==> src/rtl/core/pump_speed_ramp_controller_assert.svh <==
// Assertion macros for the pump speed ramp controller
`ifndef PUMP_SPEED_RAMP_CONTROLLER_ASSERT_SVH
`define PUMP_SPEED_RAMP_CONTROLLER_ASSERT_SVH

// same-cycle implication, checked outside reset
`define PSRC_ASSERT_NOW(label, ante, cons, msg) \
  label: assert property (@(posedge clk) disable iff (!rst_n) (ante) |-> (cons)) \
    else $error(msg);

// next-cycle implication, checked outside reset
`define PSRC_ASSERT_NEXT(label, ante, cons, msg) \
  label: assert property (@(posedge clk) disable iff (!rst_n) (ante) |=> (cons)) \
    else $error(msg);

`endif

==> src/rtl/core/psrc_pkg.sv <==
// Types and constants shared by the pump speed ramp controller modules
package psrc_pkg;

  localparam int SAMPLE_W = 16;
  localparam logic [SAMPLE_W-1:0] POT_MASK = 16'hFFFE;
  localparam logic [SAMPLE_W-1:0] POT_LOW  = 16'd10;
  localparam logic [SAMPLE_W-1:0] POT_HIGH = 16'd1020;
  localparam int POT_OFF_W = 10;
  localparam int POT_SPAN  = 1010;

  localparam int CFG_IDX_W  = 2;
  localparam int CFG_DATA_W = 32;
  localparam int FREQ_W     = 23;
  localparam int WEIGHT_W   = 16;
  localparam int SMOOTH_W   = 24;
  localparam int PERIOD_W   = 32;
  localparam int TENTHS_W   = 10;

  localparam logic [CFG_IDX_W-1:0] REG_CLOCK_HZ = 2'd0;
  localparam logic [CFG_IDX_W-1:0] REG_MIN_FREQ = 2'd1;
  localparam logic [CFG_IDX_W-1:0] REG_MAX_FREQ = 2'd2;
  localparam logic [CFG_IDX_W-1:0] REG_WEIGHT   = 2'd3;

  localparam logic [CFG_DATA_W-1:0] RST_CLOCK_HZ = 32'd84000000;
  localparam logic [FREQ_W-1:0]     RST_MIN_FREQ = 23'd546133;
  localparam logic [FREQ_W-1:0]     RST_MAX_FREQ = 23'd5461333;
  localparam logic [WEIGHT_W-1:0]   RST_WEIGHT   = 16'd1638;

  // shared multiplier
  localparam int MUL_A_W = 16;
  localparam int MUL_B_W = 25;
  localparam int MUL_P_W = MUL_A_W + MUL_B_W;

  // filter accumulator
  localparam int ACC_W     = 42;
  localparam int ROUND_SH  = 16;

  // shared divider
  localparam int DIV_DW    = 24;
  localparam int DIV_QW    = 32;
  localparam int DIV_CNT_W = 6;
  localparam logic [DIV_CNT_W-1:0] MAP_STEPS = 6'd23;
  localparam logic [DIV_CNT_W-1:0] PER_STEPS = 6'd32;

  // display scaling: target * 3 / (128 << frac)
  localparam int TENTHS_SH_BASE = 7;
  localparam int TENTHS_MAG_W   = 25;
  localparam logic [TENTHS_MAG_W-1:0] TENTHS_POS_MAX = 25'd511;
  localparam logic [TENTHS_MAG_W-1:0] TENTHS_NEG_MAX = 25'd512;
  localparam logic [TENTHS_W-1:0] TENTHS_POS_SAT = 10'h1FF;
  localparam logic [TENTHS_W-1:0] TENTHS_NEG_SAT = 10'h200;

  typedef enum logic [3:0] {
    ST_IDLE,
    ST_MAP_MUL,
    ST_MAP_DIV,
    ST_MAP_WAIT,
    ST_TGT,
    ST_SNAP,
    ST_FILT_MUL,
    ST_FILT_ADD,
    ST_FILT_RND,
    ST_PER_CHK,
    ST_PER_WAIT,
    ST_DONE
  } state_t;

  typedef struct packed {
    logic busy;
    logic done;
  } div_stat_t;

endpackage

==> src/rtl/core/pump_speed_ramp_controller.sv <==
// Pump speed ramp controller: pot map, speed smoothing filter and PWM period sequencer
//
//   channel | direction | handshake          | payload
//   in      | input     | in_valid/in_stall   | pot_sample, switch_one, switch_two
//   out     | output    | out_valid/out_stall | period, high time, disable, dir, tenths
//   cfg     | input     | cfg_we              | cfg_addr, cfg_wdata
//
// An item runs the pot map divide, the filter and, unless the period saturates, the
// period divide on the shared radix-2 divider (23 steps for the map, 32 for the
// period). in_stall stays high until the result is loaded into the output register,
// which holds under out_stall while the next item is taken. Reset restores the
// register defaults and sets the smoothed frequency to +min.
`include "pump_speed_ramp_controller_assert.svh"

module pump_speed_ramp_controller import psrc_pkg::*; #(
  parameter int POT_BITS       = 10,
  parameter int FREQ_FRAC_BITS = 8
) (
  input  logic                       clk,
  input  logic                       rst_n,
  input  logic                       in_valid,
  output logic                       in_stall,
  input  logic [POT_BITS-1:0]        in_pot_sample,
  input  logic                       in_switch_one,
  input  logic                       in_switch_two,
  output logic                       out_valid,
  input  logic                       out_stall,
  output logic [PERIOD_W-1:0]        out_period_cycles,
  output logic [PERIOD_W-2:0]        out_high_cycles,
  output logic                       out_disable_drive,
  output logic                       out_reverse_dir,
  output logic signed [TENTHS_W-1:0] out_display_tenths,
  input  logic                       cfg_we,
  input  logic [CFG_IDX_W-1:0]       cfg_addr,
  input  logic [CFG_DATA_W-1:0]      cfg_wdata
);

  state_t state_r, state_nxt;

  logic [CFG_DATA_W-1:0] clock_hz_r;
  logic [FREQ_W-1:0]     min_freq_r;
  logic [FREQ_W-1:0]     max_freq_r;
  logic [WEIGHT_W-1:0]   weight_r;

  logic signed [SMOOTH_W-1:0] smoothed_r;

  logic [POT_OFF_W-1:0]  soff_r;
  logic                  off_r;
  logic                  rev_r;
  logic                  span_neg_r;
  logic [MUL_P_W-1:0]    prod_r;
  logic [FREQ_W-1:0]     tmag_r;
  logic signed [SMOOTH_W-1:0] cur_r;
  logic                  dneg_r;
  logic [MUL_B_W-1:0]    dmag_r;
  logic [ACC_W-2:0]      nmag_r;
  logic                  nneg_r;
  logic [SMOOTH_W-1:0]   smag_r;
  logic                  sneg_r;
  logic [PERIOD_W-1:0]   period_r;
  logic signed [TENTHS_W-1:0] tenths_r;

  logic                  out_valid_r;
  logic [PERIOD_W-1:0]   out_period_r;
  logic                  out_disable_r;
  logic                  out_reverse_r;
  logic signed [TENTHS_W-1:0] out_tenths_r;

  logic                  in_xfer;
  logic                  out_load;
  logic                  div_start;
  div_stat_t             div_stat;
  logic [DIV_QW-1:0]     div_quo;
  logic [DIV_CNT_W-1:0]  div_steps;
  logic [DIV_DW-1:0]     div_rem_init;
  logic [DIV_QW-1:0]     div_quo_init;
  logic [DIV_DW-1:0]     div_divisor;

  // input conditioning
  logic [SAMPLE_W-1:0]   s_ext;
  logic [SAMPLE_W-1:0]   s_cl;
  logic [SAMPLE_W-1:0]   s_off;

  // span and shared multiplier
  logic                  span_neg;
  logic [FREQ_W-1:0]     span_mag;
  logic [MUL_A_W-1:0]    mul_a;
  logic [MUL_B_W-1:0]    mul_b;
  logic [MUL_P_W-1:0]    mul_p;

  // target
  logic [FREQ_W-1:0]     map_q;
  logic [FREQ_W-1:0]     tmag_nxt;

  // snapping
  logic signed [SMOOTH_W-1:0] tm_s;
  logic signed [SMOOTH_W-1:0] min_s;
  logic signed [SMOOTH_W-1:0] goal_t;
  logic signed [SMOOTH_W-1:0] goal;
  logic signed [SMOOTH_W-1:0] cur;
  logic signed [MUL_B_W-1:0]  goal_x;
  logic signed [MUL_B_W-1:0]  cur_x;
  logic signed [MUL_B_W-1:0]  d_a;
  logic signed [MUL_B_W-1:0]  d_b;

  // filter
  logic signed [ACC_W-1:0] base;
  logic signed [ACC_W-1:0] sp;
  logic signed [ACC_W-1:0] acc_a;
  logic signed [ACC_W-1:0] acc_b;
  logic [ACC_W-2:0]        rnd;

  // period
  logic [DIV_DW-1:0]     per_hi;
  logic [PERIOD_W-1:0]   per_lo;
  logic                  per_sat;

  // display
  logic [TENTHS_MAG_W-1:0] m3;
  logic [TENTHS_MAG_W-1:0] tq;
  logic [TENTHS_W-1:0]     tenths_nxt;

  assign in_stall = (state_r != ST_IDLE);
  assign in_xfer  = in_valid && !in_stall;
  assign out_load = (state_r == ST_DONE) && (!out_valid_r || !out_stall);

  // configuration registers
  always_ff @(posedge clk) begin
    if (!rst_n) begin
      clock_hz_r <= RST_CLOCK_HZ;
      min_freq_r <= RST_MIN_FREQ;
      max_freq_r <= RST_MAX_FREQ;
      weight_r   <= RST_WEIGHT;
    end else if (cfg_we) begin
      case (cfg_addr)
        REG_CLOCK_HZ: clock_hz_r <= cfg_wdata;
        REG_MIN_FREQ: min_freq_r <= cfg_wdata[FREQ_W-1:0];
        REG_MAX_FREQ: max_freq_r <= cfg_wdata[FREQ_W-1:0];
        REG_WEIGHT:   weight_r   <= cfg_wdata[WEIGHT_W-1:0];
        default: ;
      endcase
    end
  end

  // datapath combinational terms
  always_comb begin
    s_ext = SAMPLE_W'(in_pot_sample) & POT_MASK;
    if (s_ext < POT_LOW) begin
      s_cl = POT_LOW;
    end else if (s_ext > POT_HIGH) begin
      s_cl = POT_HIGH;
    end else begin
      s_cl = s_ext;
    end
    s_off = s_cl - POT_LOW;

    span_neg = (max_freq_r > min_freq_r);
    span_mag = span_neg ? (max_freq_r - min_freq_r) : (min_freq_r - max_freq_r);

    if (state_r == ST_FILT_MUL) begin
      mul_a = weight_r;
      mul_b = dmag_r;
    end else begin
      mul_a = MUL_A_W'(soff_r);
      mul_b = MUL_B_W'(span_mag);
    end
    mul_p = MUL_P_W'(mul_a) * MUL_P_W'(mul_b);

    map_q    = div_quo[FREQ_W-1:0];
    tmag_nxt = span_neg_r ? (max_freq_r - map_q) : (max_freq_r + map_q);

    tm_s   = $signed({1'b0, tmag_r});
    min_s  = $signed({1'b0, min_freq_r});
    goal_t = rev_r ? -tm_s : tm_s;
    if ((tmag_r == '0) || (!rev_r && smoothed_r[SMOOTH_W-1])) begin
      goal = min_s;
      cur  = min_s;
    end else if (rev_r && !smoothed_r[SMOOTH_W-1] && (smoothed_r != '0)) begin
      goal = -min_s;
      cur  = -min_s;
    end else begin
      goal = goal_t;
      cur  = smoothed_r;
    end
    goal_x = MUL_B_W'(goal);
    cur_x  = MUL_B_W'(cur);
    d_a    = goal_x - cur_x;
    d_b    = cur_x - goal_x;

    base  = ACC_W'(cur_r) <<< ROUND_SH;
    sp    = $signed({1'b0, prod_r});
    acc_a = dneg_r ? (base - sp) : (base + sp);
    acc_b = dneg_r ? (sp - base) : (-base - sp);
    rnd   = nmag_r + (ACC_W-1)'(1 << (ROUND_SH - 1));

    per_hi  = DIV_DW'(clock_hz_r >> (PERIOD_W - FREQ_FRAC_BITS));
    per_lo  = clock_hz_r << FREQ_FRAC_BITS;
    per_sat = (per_hi >= smag_r);

    m3 = TENTHS_MAG_W'({tmag_r, 1'b0}) + TENTHS_MAG_W'(tmag_r);
    tq = m3 >> (TENTHS_SH_BASE + FREQ_FRAC_BITS);
    if (rev_r) begin
      tenths_nxt = (tq > TENTHS_NEG_MAX) ? TENTHS_NEG_SAT : (TENTHS_W'(0) - tq[TENTHS_W-1:0]);
    end else begin
      tenths_nxt = (tq > TENTHS_POS_MAX) ? TENTHS_POS_SAT : tq[TENTHS_W-1:0];
    end
  end

  // divider operand select
  always_comb begin
    if (state_r == ST_MAP_DIV) begin
      div_steps    = MAP_STEPS;
      div_rem_init = DIV_DW'(prod_r[32:23]);
      div_quo_init = {prod_r[22:0], 9'b0};
      div_divisor  = DIV_DW'(POT_SPAN);
    end else begin
      div_steps    = PER_STEPS;
      div_rem_init = per_hi;
      div_quo_init = per_lo;
      div_divisor  = smag_r;
    end
  end

  psrc_div u_div (
    .clk      (clk),
    .rst_n    (rst_n),
    .start    (div_start),
    .steps    (div_steps),
    .rem_init (div_rem_init),
    .quo_init (div_quo_init),
    .divisor  (div_divisor),
    .stat     (div_stat),
    .quotient (div_quo)
  );

  // sequencer
  always_ff @(posedge clk) begin
    if (!rst_n) begin
      state_r <= ST_IDLE;
    end else begin
      state_r <= state_nxt;
    end
  end

  always_comb begin
    state_nxt = state_r;
    div_start = 1'b0;
    case (state_r)
      ST_IDLE: begin
        if (in_xfer) state_nxt = ST_MAP_MUL;
      end
      ST_MAP_MUL:  state_nxt = ST_MAP_DIV;
      ST_MAP_DIV: begin
        div_start = 1'b1;
        state_nxt = ST_MAP_WAIT;
      end
      ST_MAP_WAIT: begin
        if (div_stat.done) state_nxt = ST_TGT;
      end
      ST_TGT:      state_nxt = ST_SNAP;
      ST_SNAP:     state_nxt = ST_FILT_MUL;
      ST_FILT_MUL: state_nxt = ST_FILT_ADD;
      ST_FILT_ADD: state_nxt = ST_FILT_RND;
      ST_FILT_RND: state_nxt = ST_PER_CHK;
      ST_PER_CHK: begin
        if (per_sat) begin
          state_nxt = ST_DONE;
        end else begin
          div_start = 1'b1;
          state_nxt = ST_PER_WAIT;
        end
      end
      ST_PER_WAIT: begin
        if (div_stat.done) state_nxt = ST_DONE;
      end
      ST_DONE: begin
        if (out_load) state_nxt = ST_IDLE;
      end
      default: state_nxt = ST_IDLE;
    endcase
  end

  // smoothed frequency state
  always_ff @(posedge clk) begin
    if (!rst_n) begin
      smoothed_r <= $signed({1'b0, RST_MIN_FREQ});
    end else if (state_r == ST_PER_CHK) begin
      smoothed_r <= sneg_r ? $signed(SMOOTH_W'(0) - smag_r) : $signed(smag_r);
    end
  end

  // working registers
  always_ff @(posedge clk) begin
    case (state_r)
      ST_IDLE: begin
        if (in_xfer) begin
          soff_r <= s_off[POT_OFF_W-1:0];
          off_r  <= !in_switch_one && in_switch_two;
          rev_r  <= !in_switch_one && !in_switch_two;
        end
      end
      ST_MAP_MUL: begin
        prod_r     <= mul_p;
        span_neg_r <= span_neg;
      end
      ST_TGT: begin
        tmag_r <= off_r ? '0 : tmag_nxt;
      end
      ST_SNAP: begin
        cur_r    <= cur;
        dneg_r   <= d_a[MUL_B_W-1];
        dmag_r   <= d_a[MUL_B_W-1] ? d_b : d_a;
        tenths_r <= $signed(tenths_nxt);
      end
      ST_FILT_MUL: begin
        prod_r <= mul_p;
      end
      ST_FILT_ADD: begin
        nneg_r <= acc_a[ACC_W-1];
        nmag_r <= acc_a[ACC_W-1] ? acc_b[ACC_W-2:0] : acc_a[ACC_W-2:0];
      end
      ST_FILT_RND: begin
        smag_r <= rnd[ROUND_SH+SMOOTH_W-1:ROUND_SH];
        sneg_r <= nneg_r;
      end
      ST_PER_CHK: begin
        if (per_sat) period_r <= '1;
      end
      ST_PER_WAIT: begin
        if (div_stat.done) period_r <= div_quo;
      end
      default: ;
    endcase
  end

  // output register
  always_ff @(posedge clk) begin
    if (!rst_n) begin
      out_valid_r <= 1'b0;
    end else if (out_load) begin
      out_valid_r <= 1'b1;
    end else if (out_valid_r && !out_stall) begin
      out_valid_r <= 1'b0;
    end
  end

  always_ff @(posedge clk) begin
    if (out_load) begin
      out_period_r  <= period_r;
      out_disable_r <= off_r;
      out_reverse_r <= rev_r;
      out_tenths_r  <= tenths_r;
    end
  end

  assign out_valid          = out_valid_r;
  assign out_period_cycles  = out_period_r;
  assign out_high_cycles    = out_period_r[PERIOD_W-1:1];
  assign out_disable_drive  = out_disable_r;
  assign out_reverse_dir    = out_reverse_r;
  assign out_display_tenths = out_tenths_r;

  `PSRC_ASSERT_NOW(a_div_done_waiting, div_stat.done, state_r == ST_MAP_WAIT || state_r == ST_PER_WAIT, "divider finished outside a wait state")
  `PSRC_ASSERT_NOW(a_div_start_idle, div_start, !div_stat.busy, "divider restarted while busy")
  `PSRC_ASSERT_NEXT(a_div_start_busy, div_start, div_stat.busy, "divider did not start")
  `PSRC_ASSERT_NOW(a_mode_exclusive, out_valid, !(out_disable_drive && out_reverse_dir), "off and reverse both set")

endmodule

==> src/rtl/core/psrc_div.sv <==
// Radix-2 restoring divider, one quotient bit per cycle, shared by the map and the period
module psrc_div import psrc_pkg::*; (
  input  logic                 clk,
  input  logic                 rst_n,
  input  logic                 start,
  input  logic [DIV_CNT_W-1:0] steps,
  input  logic [DIV_DW-1:0]    rem_init,
  input  logic [DIV_QW-1:0]    quo_init,
  input  logic [DIV_DW-1:0]    divisor,
  output div_stat_t            stat,
  output logic [DIV_QW-1:0]    quotient
);

  logic [DIV_DW-1:0]    rem_r;
  logic [DIV_QW-1:0]    quo_r;
  logic [DIV_DW-1:0]    div_r;
  logic [DIV_CNT_W-1:0] cnt_r;
  logic                 done_r;

  logic [DIV_DW:0]      trial;
  logic [DIV_DW+1:0]    diff;
  logic                 ge;
  logic [DIV_DW-1:0]    rem_nxt;
  logic [DIV_QW-1:0]    quo_nxt;

  always_comb begin
    trial   = {rem_r, quo_r[DIV_QW-1]};
    diff    = {1'b0, trial} - {2'b00, div_r};
    ge      = ~diff[DIV_DW+1];
    rem_nxt = ge ? diff[DIV_DW-1:0] : trial[DIV_DW-1:0];
    quo_nxt = {quo_r[DIV_QW-2:0], ge};
  end

  always_ff @(posedge clk) begin
    if (!rst_n) begin
      cnt_r  <= '0;
      done_r <= 1'b0;
    end else if (start) begin
      cnt_r  <= steps;
      done_r <= 1'b0;
    end else if (cnt_r != '0) begin
      cnt_r  <= cnt_r - 1'b1;
      done_r <= (cnt_r == DIV_CNT_W'(1));
    end else begin
      done_r <= 1'b0;
    end
  end

  always_ff @(posedge clk) begin
    if (start) begin
      rem_r <= rem_init;
      quo_r <= quo_init;
      div_r <= divisor;
    end else if (cnt_r != '0) begin
      rem_r <= rem_nxt;
      quo_r <= quo_nxt;
    end
  end

  assign stat.busy = (cnt_r != '0);
  assign stat.done = done_r;
  assign quotient  = quo_r;

endmodule

==> config.mk <==
export PLATFORM = sky130hd
export DESIGN_NAME = pump_speed_ramp_controller
export DESIGN_NICKNAME = d
export VERILOG_FILES = /design/src/rtl/core/psrc_pkg.sv /design/src/rtl/core/pump_speed_ramp_controller.sv /design/src/rtl/core/psrc_div.sv
export VERILOG_INCLUDE_DIRS = /design/src /design/src/rtl/core
export SDC_FILE = /design/constraint.sdc
export NUM_CORES = 2
export LEC_CHECK = 0
export ABC_AREA = 1
export BUFFER_PORTS_ARGS = -buffer_cell sky130_fd_sc_hd__buf_2
export CAP_MARGIN = 25
export CORE_MARGIN = 2
export CORE_UTILIZATION = 23
export CTS_CLUSTER_DIAMETER = 100
export DETAILED_ROUTE_END_ITERATION = 16
export PLACE_DENSITY = 0.35
export SLEW_MARGIN = 20
export SYNTH_ARGS = -nofsm -noshare
export SYNTH_HDL_FRONTEND = slang
export SYNTH_SLANG_ARGS = --single-unit
==> constraint.sdc <==
create_clock -name clk -period 9.9 [get_ports clk]
set_input_delay 0.495 -clock clk [delete_from_list [all_inputs] [get_ports clk]]
set_output_delay 0.495 -clock clk [all_outputs]
set_load 0.02 [all_outputs]
==> impl_metrics.env <==
export IMPL_grt_max_degree=81
export IMPL_synth_edf_count=343
export IMPL_io_buffers=126
export IMPL_maxCapViolations=0
export IMPL_cts_clk_slew_worst_paths_ns=0.07
export IMPL_die_height_um=477.9
export IMPL_cp_slowest_cell="ha_1"
export IMPL_cts_resized_gates=0
export IMPL_outcome="complete, no violations"
export IMPL_dr_total_vias=46880
export IMPL_syn_inst=7028
export IMPL_ant_nets=0
export IMPL_cp_data_arrival_time_ns=9.20
export IMPL_synth_cell_types=65
export IMPL_avgSynthCellArea_sq_um=7.350
export IMPL_synth_top_family_by_area="simple AND/OR/NAND/NOR gates"
export IMPL_cts_inserted_buffers=61
export IMPL_post_cts_repair_setup_buffers=0
export IMPL_clock_latency_ns=0.74
export IMPL_crit_path_end="prod_r[27]"
export IMPL_synth_seq_area_share_pct=24.98
export IMPL_tns_ns=0
export IMPL_core_area_sq_mm=0.2227
export IMPL_drive_gt1_share_pct=5.935
export IMPL_hold_path_class="in -> reg"
export IMPL_synth_compound_area_share_pct=11.67
export IMPL_finalHoldViolCount=0
export IMPL_grt_pass1_vias=46630
export IMPL_post_route_period_util_pct=88.96
export IMPL_postPlaceCellArea_sq_mm=0.05540
export IMPL_synth_top_flop_cell="edfxtp_1"
export IMPL_start_util_pct=23.19
export IMPL_slowest_delay_ns=0.56
export IMPL_r2r_cells=37
export IMPL_reg2reg_slack_ns=1.09
export IMPL_timing_rr_end="prod_r[27]"
export IMPL_cts_buffer_depth=3
export IMPL_worstPathRequired_ns=10.29
export IMPL_htreeDepth=2
export IMPL_gp_congestion=0.9129
export IMPL_gr_total_overflow=0
export IMPL_postSynth_asyncResetShare_pct=0
export IMPL_worst_pin_slew_ns=0.9272
export IMPL_die_w_um=477.9
export IMPL_root_buffer="clkbuf_16"
export IMPL_grt_pass1_wl_um=330700
export IMPL_slew_headroom_pct=36.59
export IMPL_synth_simple_area_share_pct=24.74
export IMPL_finalNetCount=7914
export IMPL_num_fill_cells=24760
export IMPL_drv_slew=0
export IMPL_track_usage_pct=19.68
export IMPL_path_common_cell="inv_1"
export IMPL_period_minus_slack_ns=8.807
export IMPL_dp_hpwl_um=193600
export IMPL_clock_sinks=473
export IMPL_design_area_sq_mm=0.05780
export IMPL_setup_violations=0
export IMPL_cts_tree="yes"
export IMPL_synthMuxAreaShare_pct=0.03876
export IMPL_finClkSkew_ns=0.08936
export IMPL_drcViolationCount=0
export IMPL_grt_setup_unrepaired="no"
export IMPL_num_rows=173
export IMPL_r2r_start="min_freq_r[11]"
export IMPL_syn_area_sq_mm=0.05165
export IMPL_cp_max_fo=24
export IMPL_cp_startpoint="min_freq_r[11]"
export IMPL_routedWlPerCell_um=22.63
export IMPL_hold_buffers=5
export IMPL_drt_iter0_drc=3456
export IMPL_path_class="reg -> reg"
export IMPL_area_growth_pct=11.89
export IMPL_synthAdderAreaFrac_pct=23.85
export IMPL_ios=128
export IMPL_antenna_found_initial=11
export IMPL_ys_warn_count=0
export IMPL_fmax_mhz=113.5
export IMPL_dieArea_sq_mm=0.2284
export IMPL_viasPerCell=4.640
export IMPL_start_kind="flop"
export IMPL_routed_wl_um=228600
export IMPL_endpoint_kind="flop"
export IMPL_synth_xor_area_share_pct=3.968
export IMPL_synth_net_count=7867
export IMPL_synth_seq_cells=473
export IMPL_dr_pass1_iters=6
## area by class of cell
class,instances,area (sq um),area share [%]
flip-flops and latches,473,12900,22.32
diodes,2,5.005,0.008660
clock buffers,79,1705,2.951
multi-input cells,5159,33270,57.56
well taps,2975,3722,6.441
inverters,1200,4507,7.798
clock inverters,36,628.1,1.087
repair buffers,180,1059,1.831
## cell usage after synthesis, types with 11 or more instances
| cell | n | area [sq um] |
|---|---|---|
| buf_2 | 42 | 210.2 |
| or2_2 | 19 | 118.9 |
| nor2_1 | 796 | 2988 |
| a21oi_1 | 437 | 2187 |
| nand4_1 | 64 | 400.4 |
| inv_2 | 16 | 60.06 |
| buf_4 | 45 | 337.8 |
| o21ai_1 | 11 | 55.05 |
| nand3_1 | 433 | 2167 |
| ha_1 | 460 | 5756 |
| o211ai_1 | 33 | 247.7 |
| a21boi_0 | 16 | 120.1 |
| nor4_1 | 28 | 175.2 |
| nand2_2 | 43 | 269.0 |
| o21bai_1 | 28 | 210.2 |
| nand3b_1 | 14 | 105.1 |
| edfxtp_1 | 343 | 10300 |
| o21ai_0 | 375 | 1877 |
| clkbuf_1 | 80 | 300.3 |
| buf_6 | 11 | 123.9 |
| buf_1 | 13 | 48.80 |
| o221ai_1 | 30 | 262.8 |
| a31oi_1 | 32 | 200.2 |
| xor2_1 | 180 | 1577 |
| xnor2_1 | 54 | 473.0 |
| fa_1 | 328 | 6566 |
| o21a_1 | 23 | 172.7 |
| a21o_1 | 40 | 300.3 |
| nand2_1 | 1549 | 5814 |
| inv_1 | 1179 | 4425 |
| nor3_1 | 69 | 345.3 |
| dfxtp_1 | 130 | 2603 |
| nor2_2 | 18 | 112.6 |
## cell families after synthesis
family          count (synthesis)
compound gates               1071
flops                         473
buf+inv                      1396
xor+xnor                      234
mux                             2
fa+ha+maj                     788
simple gates                 3064
## layer usage
metal,global-route usage [%],up-vias,wire length [um]
li1,-,22650,-
met1,28.62,22970,111500
met2,31.47,1097,102700
met3,1.629,159,9168
met4,4.384,2,5228
met5,0,-,20
## worst max-delay path: cells and delay by family, from the launching register on
kind            cells  cell delay (ns)
compound gates      2             0.34
fa+ha+maj           8             4.12
simple gates       17             2.45
flops               1             0.36
buf+inv             9             1.05
xor+xnor            1             0.09
## per-stage QoR
step / hold WS, ns / instances / setup slack [ns] / utilization, %
finish: 0.09425 / 10100 / 1.093 / 25.95
global route: 0.07360 / 10100 / 0.4646 / 25.95
CTS: 0.03338 / 10100 / 0.9872 / 25.94
detailed placement: 0.4045 / 9981 / 1.084 / 24.87
global placement: 0.4043 / 9980 / 1.143 / 24.87
floorplan: 0.4003 / 7028 / 2.768 / -
## state kept, by name, summed over array words and instances (netlist names), 25 cells and up
register           count
period_r              32
dmag_r                25
clock_hz_r            32
prod_r                41
nmag_r                25
u_div.quotient        32
out_period_cycles     32
## layout by cell type (no fill, tap or decap), types with 6 or more instances in the layout
cell       synthesis  layout
nand2_1         1549    1549
inv_1           1179    1178
nor2_1           796     787
ha_1             460     460
a21oi_1          437     436
nand3_1          433     432
o21ai_0          375     374
edfxtp_1         343     343
fa_1             328     328
xor2_1           180     180
dfxtp_1          130     130
buf_2             42     125
nor3_1            69      69
nand4_1           64      64
clkbuf_16          0      62
xnor2_1           54      54
buf_4             45      48
nand2_2           43      43
a21o_1            40      40
o211ai_1          33      33
a31oi_1           32      32
o221ai_1          30      30
o21bai_1          28      28
nor4_1            28      28
nor2_2            18      24
o21a_1            23      23
or2_2             19      19
inv_2             16      17
a21boi_0          16      16
nand3b_1          14      14
bufinv_16          0      14
clkinv_2           0      12
nand2_4           10      10
o21ai_1           11      10
clkbuf_8           0       9
a22oi_1            8       8
clkbuf_1          80       8
a221oi_1           6       6
o2111ai_1          6       6
## worst min path at each step
stage                  startpoint               endpoint  slack, ns  depth (start not counted)
detailed placement    tenths_r[1]  out_display_tenths[1]       0.40                          0
global route        cfg_wdata[23]         clock_hz_r[23]       0.07                          3
finish              cfg_wdata[25]         clock_hz_r[25]       0.09                          3
CTS                 cfg_wdata[25]         clock_hz_r[25]       0.03                          3
global placement     period_r[24]  out_period_cycles[24]       0.40                          0
floorplan             tenths_r[0]  out_display_tenths[0]       0.40                          0
Power is not shown: default switching activity piles up to over one toggle a cycle in this logic, so the estimate is an artifact.
